## src/sv/bpa_pkg.sv

```systemverilog
package bpa_pkg;

  localparam int NUM_PAGES  = 65536;
  localparam int PAGE_BYTES = 4096;
  localparam int WORD_BITS  = 64;

  localparam int NWORDS = NUM_PAGES / WORD_BITS;
  localparam int PIDX_W = $clog2(NUM_PAGES);
  localparam int PAGE_W = PIDX_W + 1;
  localparam int BIT_W  = $clog2(WORD_BITS);
  localparam int WIDX_W = (NWORDS > 1) ? $clog2(NWORDS) : 1;
  localparam int OFF_W  = $clog2(PAGE_BYTES);

  localparam int STEP_BITS  = 8;
  localparam int STEP_LOG   = 3;
  localparam int NSTEPS     = WORD_BITS / STEP_BITS;
  localparam int STEP_IDX_W = (NSTEPS > 1) ? $clog2(NSTEPS) : 1;

  localparam int ADDR_W = 64;
  localparam int CNT_W  = 17;
  localparam int FREE_W = 32;
  localparam int HI_W   = ADDR_W - OFF_W;
  localparam int UADD_W = ((PAGE_W > CNT_W) ? PAGE_W : CNT_W) + 1;

  localparam logic [CNT_W-1:0] USED_MAX = {CNT_W{1'b1}};

  localparam logic [1:0] ACT_REGION = 2'd0;
  localparam logic [1:0] ACT_ALLOC  = 2'd1;
  localparam logic [1:0] ACT_FREE   = 2'd2;

  typedef logic [WORD_BITS-1:0] word_t;

  typedef struct packed {
    logic [1:0]        action;
    logic [ADDR_W-1:0] region_base;
    logic [ADDR_W-1:0] region_length;
    logic              region_usable;
    logic [CNT_W-1:0]  page_count;
    logic [ADDR_W-1:0] free_address;
  } in_item_t;

  typedef struct packed {
    logic [ADDR_W-1:0] address;
    logic              found;
    logic [CNT_W-1:0]  used_count;
    logic [FREE_W-1:0] free_count;
    logic [ADDR_W-1:0] total_bytes;
  } out_item_t;

endpackage

```

## src/sv/bpa_run_step.sv

```systemverilog
module bpa_run_step import bpa_pkg::*; (
  input  logic [STEP_BITS-1:0] seg,
  input  logic [PAGE_W-1:0]    run_in,
  input  logic [PAGE_W-1:0]    cnt,
  output logic [PAGE_W-1:0]    run_out,
  output logic                 hit,
  output logic [STEP_LOG-1:0]  pos
);

  logic [PAGE_W-1:0] r;

  // free-run tracking over one byte of the bitmap, lowest page first
  always_comb begin
    r   = run_in;
    hit = 1'b0;
    pos = '0;
    for (int i = 0; i < STEP_BITS; i++) begin
      if (seg[i]) begin
        r = '0;
      end else begin
        r = r + 1'b1;
      end
      if (!hit && r == cnt) begin
        hit = 1'b1;
        pos = STEP_LOG'(i);
      end
    end
    run_out = r;
  end

endmodule

```

## config.mk

```make
export PLATFORM = sky130hd
export DESIGN_NAME = bpa_run_step
export DESIGN_NICKNAME = d
export VERILOG_FILES = /design/src/sv/bpa_pkg.sv /design/src/sv/bpa_run_step.sv
export SDC_FILE = /design/constraint.sdc
export NUM_CORES = 1
export LEC_CHECK = 0
export ABC_AREA = 1
export BUFFER_PORTS_ARGS = -buffer_cell sky130_fd_sc_hd__buf_4
export CORE_MARGIN = 8
export CORE_UTILIZATION = 50
export DETAILED_ROUTE_END_ITERATION = 16
export GPL_ROUTABILITY_DRIVEN = 0
export PLACE_DENSITY = 0.74
export SETUP_SLACK_MARGIN = 0.3
export SYNTH_ARGS = -nofsm -noshare
export SYNTH_HDL_FRONTEND = slang
export SYNTH_SLANG_ARGS = --single-unit
```

## constraint.sdc

```tcl
create_clock -name vclk -period 8.9
set_clock_uncertainty 0.2 [all_clocks]
set_input_delay 1.78 -clock vclk [all_inputs]
set_output_delay 1.78 -clock vclk [all_outputs]
set_load 0.05 [all_outputs]
```

==> summary.txt <==
Route
  • Drt via density: 5.712
  • Antenna viol nets, final: 0
  • Detailed Route Iter0 Violations: 780
  • DRT Pass-1 Iters: 6
  • DRC: 0
  • DR WL/cell: 14.33 µm
  • WL final: 20540 µm
  • Vias: 8186

Placement
  • Post-DP HPWL: 13980 µm
  • DP Area: 6462 µm²
  • Port bufs: 63

Floorplanning
  • Initial Util: 51.34%
  • Die Span Y: 124.5 µm
  • CORE AREA: 11470 µm²
  • Rows: 39
  • DIE AREA: 15500 µm²
  • IO Count: 63
  • Die Wd: 124.5 µm

Synth
  • Syn. warnings: 0
  • Synthesized Nets: 1243
  • Synth cell count leaders: nand2_1 (372), nor2_1 (200), nand3_1 (149)
  • Syn avg cell area: 4.910 µm²
  • Syn Std Cell Area: 5887 µm²
  • Gate Count Post-Synth: 1199
  • Count leader, synth: nand2_1
  • Synth top area share: 23.72%
  • Largest area contributor in the synthesized netlist: nand2_1
  • Synth unique cells: 38
  • Synth area leaders: nand2_1 (24%), nor2_1 (13%), nand3_1 (13%)
  • Post-synthesis sequential area ratio: 0%

Flow run
  • Max_cap viols: 0

Layout
  • # clk buffers: 0
  • Final Cell Area: 7916 µm²
  • Ant diodes: 0
  • Share of cells above drive strength 1: 34.88%
  • Register Area: 0 µm²
  • Flip-flop and latch count: 0
  • Util after Layout: 69.03%
  • Multi-input gate area: 6297 µm²
  • Fill cell count: 923
  • P&R area growth vs syn: 34.47%
  • NumNets Final: 1336

Global route
  • Total gr overflow: 0
  • Vias in the first global route: 6689
  • Largest net degree at the start of global routing: 35
  • Tot GR Track Use: 20.34%
  • Global-route wire length before repair: 28870 µm
  • Antenna violations before repair: 0

Setup path
  • Startpoint Class: input pin
  • WS Path Type: in2out
  • Crit end category: primary output
  • Max Fanout on Critical Path: 6
  • Slowest cell on the critical path: ha_4
  • Worst path max stage delay: 0.25 ns
  • Most used cell, CP: nand2_2
  • CP required: 6.92 ns
  • CP arrival: 6.90 ns

Power
  • VDD IR max: 0.02381 mV
  • Cell Pwr Density: 23.79 nW/µm²
  • Leak Pwr: 3.625 nW

Timing
  • Worst Tran Pin Value: 1.250 ns
  • Final Slew Violations: 0
  • Shortest period the worst path allows: 8.878 ns
  • Final setup viols: 0
  • Tcrit/Tclk final: 99.76%
  • Relative slew slack: 16.58%
  • FMAX: 0.1126 GHz
  • RSZ-0062 raised after global routing: yes
  • Final hold vios: 0

Worst hold path
  • HP Class: in2out

CTS
  • Hold-fix buffers, CTS: 0

Outcome
  • Status: finished, final reports clean
power by group:
part	internal [W]	switching [W]	leakage [nW]
combinational	0.0000624	0.000126	3.63
clock	0	0	0
sequential	0	0	0
placed cells by master (no fill, tap or decap):
cell / Yosys / layout
nand2_1: 372 / 288
nor2_1: 200 / 135
buf_4: 1 / 116
nand3_1: 149 / 103
inv_1: 103 / 101
nand2_2: 16 / 86
xor2_1: 75 / 75
nor2_2: 38 / 62
nor2_4: 16 / 57
nand3_2: 29 / 56
nand4_1: 42 / 42
inv_2: 22 / 23
o21ai_0: 21 / 21
nand3_4: 1 / 20
nor3_1: 17 / 17
nand2_4: 1 / 15
a21oi_1: 11 / 11
clkinv_1: 10 / 10
o21ai_1: 8 / 6
nand3b_1: 6 / 6
a2111oi_0: 5 / 5
o2111ai_1: 4 / 4
buf_6: 0 / 4
o211ai_1: 3 / 3
a211oi_1: 3 / 3
o221ai_1: 3 / 3
o21ai_2: 0 / 2
a31o_2: 2 / 2
nor4_1: 2 / 2
or2_2: 2 / 2
ha_4: 0 / 2
nor3_2: 1 / 1
o31ai_1: 1 / 1
a211o_1: 1 / 1
and2_0: 1 / 1
or3_1: 1 / 1
o21bai_1: 1 / 1
inv_4: 0 / 1
buf_8: 0 / 1
what timing repair did:
action / 4_1_cts / 5_1_grt
setup endpoints to repair: 4 / 9
pin swaps: 25 / 84
gates resized for setup: 68 / 214
setup buffers: 16 / 34
path summary, 6_finish.rpt:
kind,startpoint,endpoint,depth (start not counted)
max,run_in[1],pos[0],42
min,seg[7],run_out[0],3
kinds of logic after synthesis:
group	count (synthesis)	share of synthesized area (%)
and+or+nand+nor	894	70.84
AOI/OAI and AO/OA	63	6.653
adders and majority gates	2	0.4250
xor gates and xnor gates	75	11.16
buffers and inverters	165	10.92
layer usage:
metal  up-vias  GRT usage [%]  share of wire (%)
met1      3645          27.82                 41
met3        94         0.7234                8.1
met5         -              0                  0
met2       394          35.67                 48
li1       4053              -                  -
met4         0          1.559                3.1
through the flow:
step                setup slack, ns  setup TNS [ns]  instances  power (W)  hold slack [ns]
floorplan                    0.7730               0       1199  0.0001154            3.543
global placement             0.1059               0       1383  0.0001583            3.676
detailed placement          0.06292               0       1383  0.0001603            3.677
CTS                          0.2367               0       1399  0.0001652            3.677
global route                -0.3169          -1.168       1433  0.0002050            3.689
finish                      0.02178               0       1433  0.0001884            3.675
area by class of cell:
class / count / area share [%]
Multi-Input combinational cell: 1034 / 79.55
Timing Repair Buffer: 121 / 11.76
Tap cell: 143 / 2.260
Inverter: 135 / 6.433
critical path: cells and delay by family:
kind                       cells  cell delay (ns)
and+or+nand+nor               36             4.11
adders and majority gates      2             0.50
buffers and inverters          4             0.47
Power figures use the tool's default switching activity.
