$ cat src/sv/bpa_pkg.sv
package bpa_pkg;

  localparam int NUM_PAGES  = 65536;
  localparam int PAGE_BYTES = 4096;
  localparam int WORD_BITS  = 64;

  localparam int NWORDS = NUM_PAGES / WORD_BITS;
  localparam int PIDX_W = $clog2(NUM_PAGES);
  localparam int PAGE_W = PIDX_W + 1;
  localparam int BIT_W  = $clog2(WORD_BITS);
  localparam int WIDX_W = (NWORDS > 1) ? $clog2(NWORDS) : 1;
  localparam int OFF_W  = $clog2(PAGE_BYTES);

  localparam int STEP_BITS  = 8;
  localparam int STEP_LOG   = 3;
  localparam int NSTEPS     = WORD_BITS / STEP_BITS;
  localparam int STEP_IDX_W = (NSTEPS > 1) ? $clog2(NSTEPS) : 1;

  localparam int ADDR_W = 64;
  localparam int CNT_W  = 17;
  localparam int FREE_W = 32;
  localparam int HI_W   = ADDR_W - OFF_W;
  localparam int UADD_W = ((PAGE_W > CNT_W) ? PAGE_W : CNT_W) + 1;

  localparam logic [CNT_W-1:0] USED_MAX = {CNT_W{1'b1}};

  localparam logic [1:0] ACT_REGION = 2'd0;
  localparam logic [1:0] ACT_ALLOC  = 2'd1;
  localparam logic [1:0] ACT_FREE   = 2'd2;

  typedef logic [WORD_BITS-1:0] word_t;

  typedef struct packed {
    logic [1:0]        action;
    logic [ADDR_W-1:0] region_base;
    logic [ADDR_W-1:0] region_length;
    logic              region_usable;
    logic [CNT_W-1:0]  page_count;
    logic [ADDR_W-1:0] free_address;
  } in_item_t;

  typedef struct packed {
    logic [ADDR_W-1:0] address;
    logic              found;
    logic [CNT_W-1:0]  used_count;
    logic [FREE_W-1:0] free_count;
    logic [ADDR_W-1:0] total_bytes;
  } out_item_t;

endpackage

$ cat src/sv/bpa_mask_gen.sv
module bpa_mask_gen import bpa_pkg::*; (
  input  logic [WIDX_W-1:0] widx,
  input  logic [PIDX_W-1:0] lo,
  input  logic [PIDX_W-1:0] hi,
  output word_t             mask
);

  logic [BIT_W-1:0] lo_b;
  logic [BIT_W-1:0] hi_b;

  always_comb begin
    lo_b = (widx == WIDX_W'(lo >> BIT_W)) ? lo[BIT_W-1:0] : '0;
    hi_b = (widx == WIDX_W'(hi >> BIT_W)) ? hi[BIT_W-1:0] : '1;
    mask = ({WORD_BITS{1'b1}} << lo_b) & ({WORD_BITS{1'b1}} >> (~hi_b));
  end

endmodule

$ cat config.mk
export PLATFORM = sky130hd
export DESIGN_NAME = bpa_mask_gen
export DESIGN_NICKNAME = d
export VERILOG_FILES = /design/src/sv/bpa_pkg.sv /design/src/sv/bpa_mask_gen.sv
export SDC_FILE = /design/constraint.sdc
export NUM_CORES = 1
export LEC_CHECK = 0
export ABC_AREA = 1
export CORE_MARGIN = 8
export CORE_UTILIZATION = 67
export DETAILED_ROUTE_END_ITERATION = 12
export DONT_BUFFER_PORTS = 1
export PLACE_DENSITY = 0.83
export SYNTH_ARGS = -nofsm -noshare
export SYNTH_HDL_FRONTEND = slang
export SYNTH_SLANG_ARGS = --single-unit
$ cat constraint.sdc
create_clock -name vclk -period 2.28
set_clock_uncertainty 0.1 [all_clocks]
set_input_delay 0.456 -clock vclk [all_inputs]
set_output_delay 0.456 -clock vclk [all_outputs]
set_load 0.02 [all_outputs]
==> results of run 1 <==
## through the flow
step | instances | area, um^2
after floorplan | 409 | 1856
after global placement | 473 | 2197
after detailed placement | 473 | 2197
after CTS | 476 | 2410
## kinds of logic after synthesis
logic type      count (synthesis)
simple gates                  281
buf+inv                        73
xor+xnor                        8
compound gates                 47
## what timing repair did
| action | CTS |
|---|---|
| cloned | 2 |
| hold buffers | 0 |
| endpoints found under the setup margin | 61 |
| pin swaps | 11 |
| buffers inserted | 1 |
| resized for setup | 60 |
==> results.json, run 1 <==
{
  "synth_area_leaders": "nand2_1 28%, nor2_1 16%, inv_1 9.9%",
  "grt_max_degree": 23,
  "synth_fa_ha_area_share_pct": 0,
  "netlist.area_leader.share_pct": 28.32,
  "worst-ep-kind": "output port",
  "synth-xor-area-share_pct": 3.776,
  "initial_core_util_pct": 69.07,
  "ys_warn_count": 0,
  "yosysTopAreaCell": "nand2_1",
  "grt-worst-endpoint": "mask[57]",
  "fp.dieH_um": 68.63,
  "synth-simple-area-share_pct": 66.35,
  "io_pins": 106,
  "stop_stage": "global routing",
  "syn_area_um2": 1856,
  "syn_inst": 409,
  "pre_cts_ws_ns": -0.1774,
  "yosysMostFrequentCell": "nand2_1",
  "synth_compound_area_share_pct": 13.82,
  "port-buffer-count": 0,
  "ys_types": 29,
  "hpwl_um": 6158,
  "gp_congestion": 1.032,
  "synth.avg_cell_area_um2": 4.537,
  "ys_seq_area_share_pct": 0,
  "row_count": 19,
  "error": "[ERROR DPL-0038] Utilization greater than 100%, impossible to legalize",
  "synthMuxAreaShare_pct": 0,
  "synth_top_family_by_area": "simple AND/OR/NAND/NOR gates",
  "outcome": "stopped before the end",
  "synth_top_cells_by_count": "140 x nand2_1, 77 x nor2_1, 49 x inv_1",
  "synthesis.nets": 451,
  "die_w_um": 68.63
}
==> run 2: changes to the inputs <==
--- a/config.mk
+++ b/config.mk
@@ -7,10 +7,10 @@
 export LEC_CHECK = 0
 export ABC_AREA = 1
 export CORE_MARGIN = 8
-export CORE_UTILIZATION = 67
+export CORE_UTILIZATION = 40
 export DETAILED_ROUTE_END_ITERATION = 12
 export DONT_BUFFER_PORTS = 1
-export PLACE_DENSITY = 0.83
+export PLACE_DENSITY_LB_ADDON = 0.15
 export SYNTH_ARGS = -nofsm -noshare
 export SYNTH_HDL_FRONTEND = slang
 export SYNTH_SLANG_ARGS = --single-unit
==> results.json, run 2 <==
{
  "p_sw_w": 0.0001113,
  "clockBufferCount": 0,
  "final_nets": 524,
  "max-cap-violations": 0,
  "cp-start-kind": "input pin",
  "regArea_um2": 0,
  "synth.avg_cell_area_um2": 4.537,
  "ys_types": 29,
  "drive_above_1_share_pct": 66.67,
  "grt_use_total_pct": 23.29,
  "die_w_um": 84.11,
  "hold_class": "input pin to output pin",
  "cp_max_fo": 4,
  "fp.dieH_um": 84.11,
  "arrival_ns": 1.89,
  "port-buffer-count": 0,
  "postLayoutCellArea_um2": 3645,
  "pre_cts_ws_ns": -0.1656,
  "synthesis.nets": 451,
  "synth_area_leaders": "nand2_1 28%, nor2_1 16%, inv_1 9.9%",
  "design.seq.count": 0,
  "core_area_um2": 4414,
  "timing.fmax_ghz": 0.4089,
  "wl_per_cell_um": 21.64,
  "grt_max_degree": 18,
  "ant_nets": 0,
  "yosysMostFrequentCell": "nand2_1",
  "initial_core_util_pct": 42.04,
  "finalPower_w": 0.0001878,
  "cp_top_family": "simple AND/OR/NAND/NOR gates",
  "dieArea_um2": 7074,
  "rsz0062_at_grt": "yes",
  "combPwrFrac_pct": 100.0,
  "synth_top_cells_by_count": "140 x nand2_1, 77 x nor2_1, 49 x inv_1",
  "syn_area_um2": 1856,
  "place_area_um2": 2301,
  "hold_viol": 0,
  "critPathMaxStageDelay_ns": 0.20,
  "min_period_ns": 2.446,
  "cp.required_ns": 1.72,
  "finalCritPeriodShare_pct": 107.3,
  "vias": 3343,
  "final_common_cell": "nand2_1",
  "grt_antenna_before_repair": 0,
  "ys_seq_area_share_pct": 0,
  "p_int_w": 0.00007644,
  "p_leak_nw": 1.921,
  "grt_pass1_vias": 2690,
  "path_buf_inv": 3,
  "io_pins": 106,
  "pwr-share-clk_pct": 0,
  "worstSetupPathType": "input pin to output pin",
  "final_cell_mix": "77 x nand2_1, 50 x nand2_2, 50 x buf_4",
  "grt_pass1_wl_um": 13920,
  "endpoint_kind": "output pin",
  "drt-total-wl_um": 11510,
  "ys_warn_count": 0,
  "slew_violations": 0,
  "power_density_nw_per_um2": 51.51,
  "area_growth_pct": 96.43,
  "grt-ovfl-total": 0,
  "worst_slack_ns": -0.1658,
  "netlist.area_leader.share_pct": 28.32,
  "cts_hold_buf": 0,
  "relSlewSlack_pct": 44.19,
  "ir_drop_uv": 88.92,
  "syn_inst": 409,
  "tightest_slew_ns": 0.8300,
  "switching_share_pct": 59.29,
  "gp_congestion": 0.9760,
  "violations": "setup timing",
  "yosysTopAreaCell": "nand2_1",
  "outcome": "finished with violations",
  "finalSetupViolations": 57,
  "critical_path.slowest_cell": "nor2_4",
  "sequentialPowerShare_pct": 0,
  "fin_util_pct": 82.57,
  "cp_cell_sequence": "inv_2, nand2_1, nand2_2, nor2_4, buf_6, nand2_4, nor2_4, nand3_1, nand2_2, inv_1, nor2_4, a21oi_4",
  "drc": 0,
  "first_pass_iters": 5,
  "hpwl_um": 6843,
  "drtIter0Drc": 361,
  "crit_top_cell": "nor2_4",
  "row_count": 24,
  "via_per_inst": 6.284,
  "final.setup.tns_ns": -4.632,
  "antenna_cells": 0
}
==> run 2: cell counts after synthesis <==
No cell type changed its count.
==> run 2: cell families (layout without fill, tap and decap cells) <==
group / Yosys count / count (layout) / share of synthesized area, %
AO/OA/AOI/OAI: 47 / 47 / 13.82
buffers and inverters: 73 / 143 / 16.05
AND/OR/NAND/NOR: 281 / 282 / 66.35
XOR/XNOR: 8 / 8 / 3.776
==> run 2: worst paths after layout <==
path,end,cells past startpoint,slack [ns],startpoint
max,mask[3],12,-0.17,hi[15]
min,mask[59],2,1.00,lo[2]
==> run 2: metrics by stage <==
stage               hold WS, ns  std cells
CTS                       1.011        513
finish                    1.002        532
floorplan                0.9939        409
global placement          1.008        506
detailed placement        1.009        506
global route              1.004        532
==> run 2: repair_timing <==
action / in CTS / in global routing
pin swaps: 24 / 47
cloned: 1 / 0
setup buffers: 6 / 20
setup endpoints to repair: 63 / 63
gates resized for setup: 120 / 226
==> run 2: power groups by stage <==
stage               Combinational (W)  Sequential, W  Clock (W)
finish                       0.000188              0          0
global route                 0.000199              0          0
CTS                          0.000143              0          0
detailed placement           0.000112              0          0
global placement             0.000111              0          0
floorplan                   0.0000915              0          0
==> run 2: layer usage <==
metal	GRT usage, %	up-vias	share of wire, %
met5	0	-	0
met4	3.611	0	4.5
met3	5.566	55	14
met2	40.46	316	48
met1	28.48	1551	34
li1	-	1421	-
==> run 2: final cells by class <==
cell class | instances | area (um^2)
inverters | 62 | 325.3
well taps | 52 | 65.06
repair buffers | 81 | 754.5
fillers | 254 | 769.5
multi-input cells | 337 | 2500
Note: power is estimated with default switching activity, not from simulation.
==> run 3: changes to the inputs <==
--- a/config.mk
+++ b/config.mk
@@ -5,7 +5,6 @@
 export SDC_FILE = /design/constraint.sdc
 export NUM_CORES = 1
 export LEC_CHECK = 0
-export ABC_AREA = 1
 export CORE_MARGIN = 8
 export CORE_UTILIZATION = 40
 export DETAILED_ROUTE_END_ITERATION = 12
==> results.json, run 3 <==
{
  "fp.dieH_um": 80.23,
  "setup.worst_path.start": "widx[6]",
  "power_density_nw_per_um2": 92.52,
  "p_leak_nw": 0.9981,
  "worst_slack_ns": -0.07707,
  "io_pins": 106,
  "synth.avg_cell_area_um2": 5.873,
  "synth_top_cells_by_count": "53 x a22oi_1, 44 x nand2_1, 31 x o21ai_0",
  "arrival_ns": 1.80,
  "first_pass_iters": 5,
  "endpoint_kind": "output pin",
  "grt_antenna_before_repair": 0,
  "grt_max_degree": 36,
  "tightest_slew_ns": 0.5946,
  "die_w_um": 80.23,
  "grt_use_total_pct": 22.78,
  "port-buffer-count": 0,
  "outcome": "finished with violations",
  "final_nets": 393,
  "row_count": 23,
  "min_period_ns": 2.357,
  "switching_share_pct": 56.69,
  "netlist.area_leader.share_pct": 24.11,
  "combPwrFrac_pct": 100.0,
  "ant_nets": 0,
  "regArea_um2": 0,
  "timing.hold.ws_ns": 1.016,
  "cp-start-kind": "input pin",
  "wl_per_cell_um": 23.52,
  "p_int_w": 0.0001126,
  "hold_class": "input pin to output pin",
  "multi_input_area_um2": 1750,
  "via_per_inst": 6.882,
  "vias": 2746,
  "grt-ovfl-total": 0,
  "final_cell_mix": "57 x buf_4, 44 x nand2_1, 30 x o21ai_0",
  "cp_max_fo": 7,
  "yosysTopAreaCell": "a22oi_1",
  "yosysMostFrequentCell": "a22oi_1",
  "timing.fmax_ghz": 0.4243,
  "antenna_cells": 0,
  "hpwl_um": 5831,
  "rsz0062_at_grt": "yes",
  "ir_drop_uv": 83.55,
  "drtIter0Drc": 505,
  "gp_congestion": 0.9650,
  "finalCritPeriodShare_pct": 103.4,
  "initial_core_util_pct": 41.26,
  "slew_violations": 0,
  "synth_area_leaders": "a22oi_1 24%, xnor2_1 11%, nand2_1 10%",
  "final_common_cell": "buf_4",
  "relSlewSlack_pct": 60.36,
  "drc": 0,
  "syn_area_um2": 1650,
  "cp.required_ns": 1.72,
  "cts_hold_buf": 0,
  "core_area_um2": 4000,
  "dieArea_um2": 6437,
  "drt-total-wl_um": 9386,
  "hold_start": "lo[1]",
  "ys_types": 30,
  "area_growth_pct": 70.20,
  "fillerInstances": 356,
  "syn_inst": 281,
  "min_to": "mask[0]",
  "worstSetupPathType": "input pin to output pin",
  "finalSetupViolations": 46,
  "grt_pass1_wl_um": 12250,
  "clockBufferCount": 0,
  "drive_above_1_share_pct": 42.98,
  "p_sw_w": 0.0001473,
  "ys_warn_count": 0,
  "ys_seq_area_share_pct": 0,
  "design.seq.count": 0,
  "max-cap-violations": 0,
  "hold_viol": 0,
  "synthesis.nets": 323,
  "sequentialPowerShare_pct": 0,
  "grt_pass1_vias": 2457,
  "whs_path_depth": 2,
  "pwr-share-clk_pct": 0,
  "finalPower_w": 0.0002599,
  "violations": "setup timing"
}
run 3: cell count changes in the layout (fill, tap and decap cells not counted), sizes merged, moves of 21 or more:
cell / change
a22oi: +53
inv: -56
nand2: -104
nand3: -26
nor2: -64
o21ai: +21
run 3: critical path, stage by stage:
cell and delay [ns]:
xnor2_2 0.14, nand4_1 0.30, nor3_4 0.31, buf_12 0.17, clkbuf_16 0.16, a32oi_1 0.09
buf_4 0.17
run 3: power by group through the flow:
stage / Sequential [W] / Clock (W) / Combinational [W]
detailed placement: 0 / 0 / 0.000209
global route: 0 / 0 / 0.000279
global placement: 0 / 0 / 0.000208
CTS: 0 / 0 / 0.000210
floorplan: 0 / 0 / 0.000178
finish: 0 / 0 / 0.000260
run 3: cell families after synthesis:
family          count (synthesis)  share of synthesized area (%)
buf+inv                        32                          9.098
compound gates                112                          43.75
simple gates                  117                          36.54
xor+xnor                       20                          10.61
run 3: worst max-delay path by stage:
stage | end | cells after the start | slack, ns
finish | mask[4] | 7 | -0.08
CTS | mask[50] | 7 | 0.004
floorplan | mask[16] | 5 | 0.06
global route | mask[4] | 7 | -0.09
global placement | mask[36] | 7 | 0.04
detailed placement | mask[50] | 7 | 0.02
run 3: what timing repair did:
action,in CTS,in global routing
endpoints found under the setup margin,0,43
buffers inserted,0,7
endpoints found under the hold margin,0,0
resized for setup,0,76
run 3: final cells by class:
class | instances | area share [%]
inverters | 3 | 0.4009
multi-input cells | 249 | 62.32
well taps | 50 | 2.227
repair buffers | 97 | 35.06
run 3: routing by layer:
layer	track usage (%)	routed length [um]	vias up
met5	0	0	-
met4	6.000	405	0
met3	4.576	1192	52
met2	38.00	4393	241
met1	28.83	3394	1274
li1	-	-	1179
run 3: metrics by stage:
stage               util [%]  setup WS, ns  std cells  TNS [ns]  area (um^2)
finish                 70.22      -0.07707        399    -1.333         2809
global route           70.22      -0.09281        399    -2.734         2809
CTS                    55.15      0.003536        382         0         2206
detailed placement     55.15       0.01659        382         0         2206
global placement       55.15       0.04292        382         0         2206
floorplan                  -       0.06348        281         0         1650
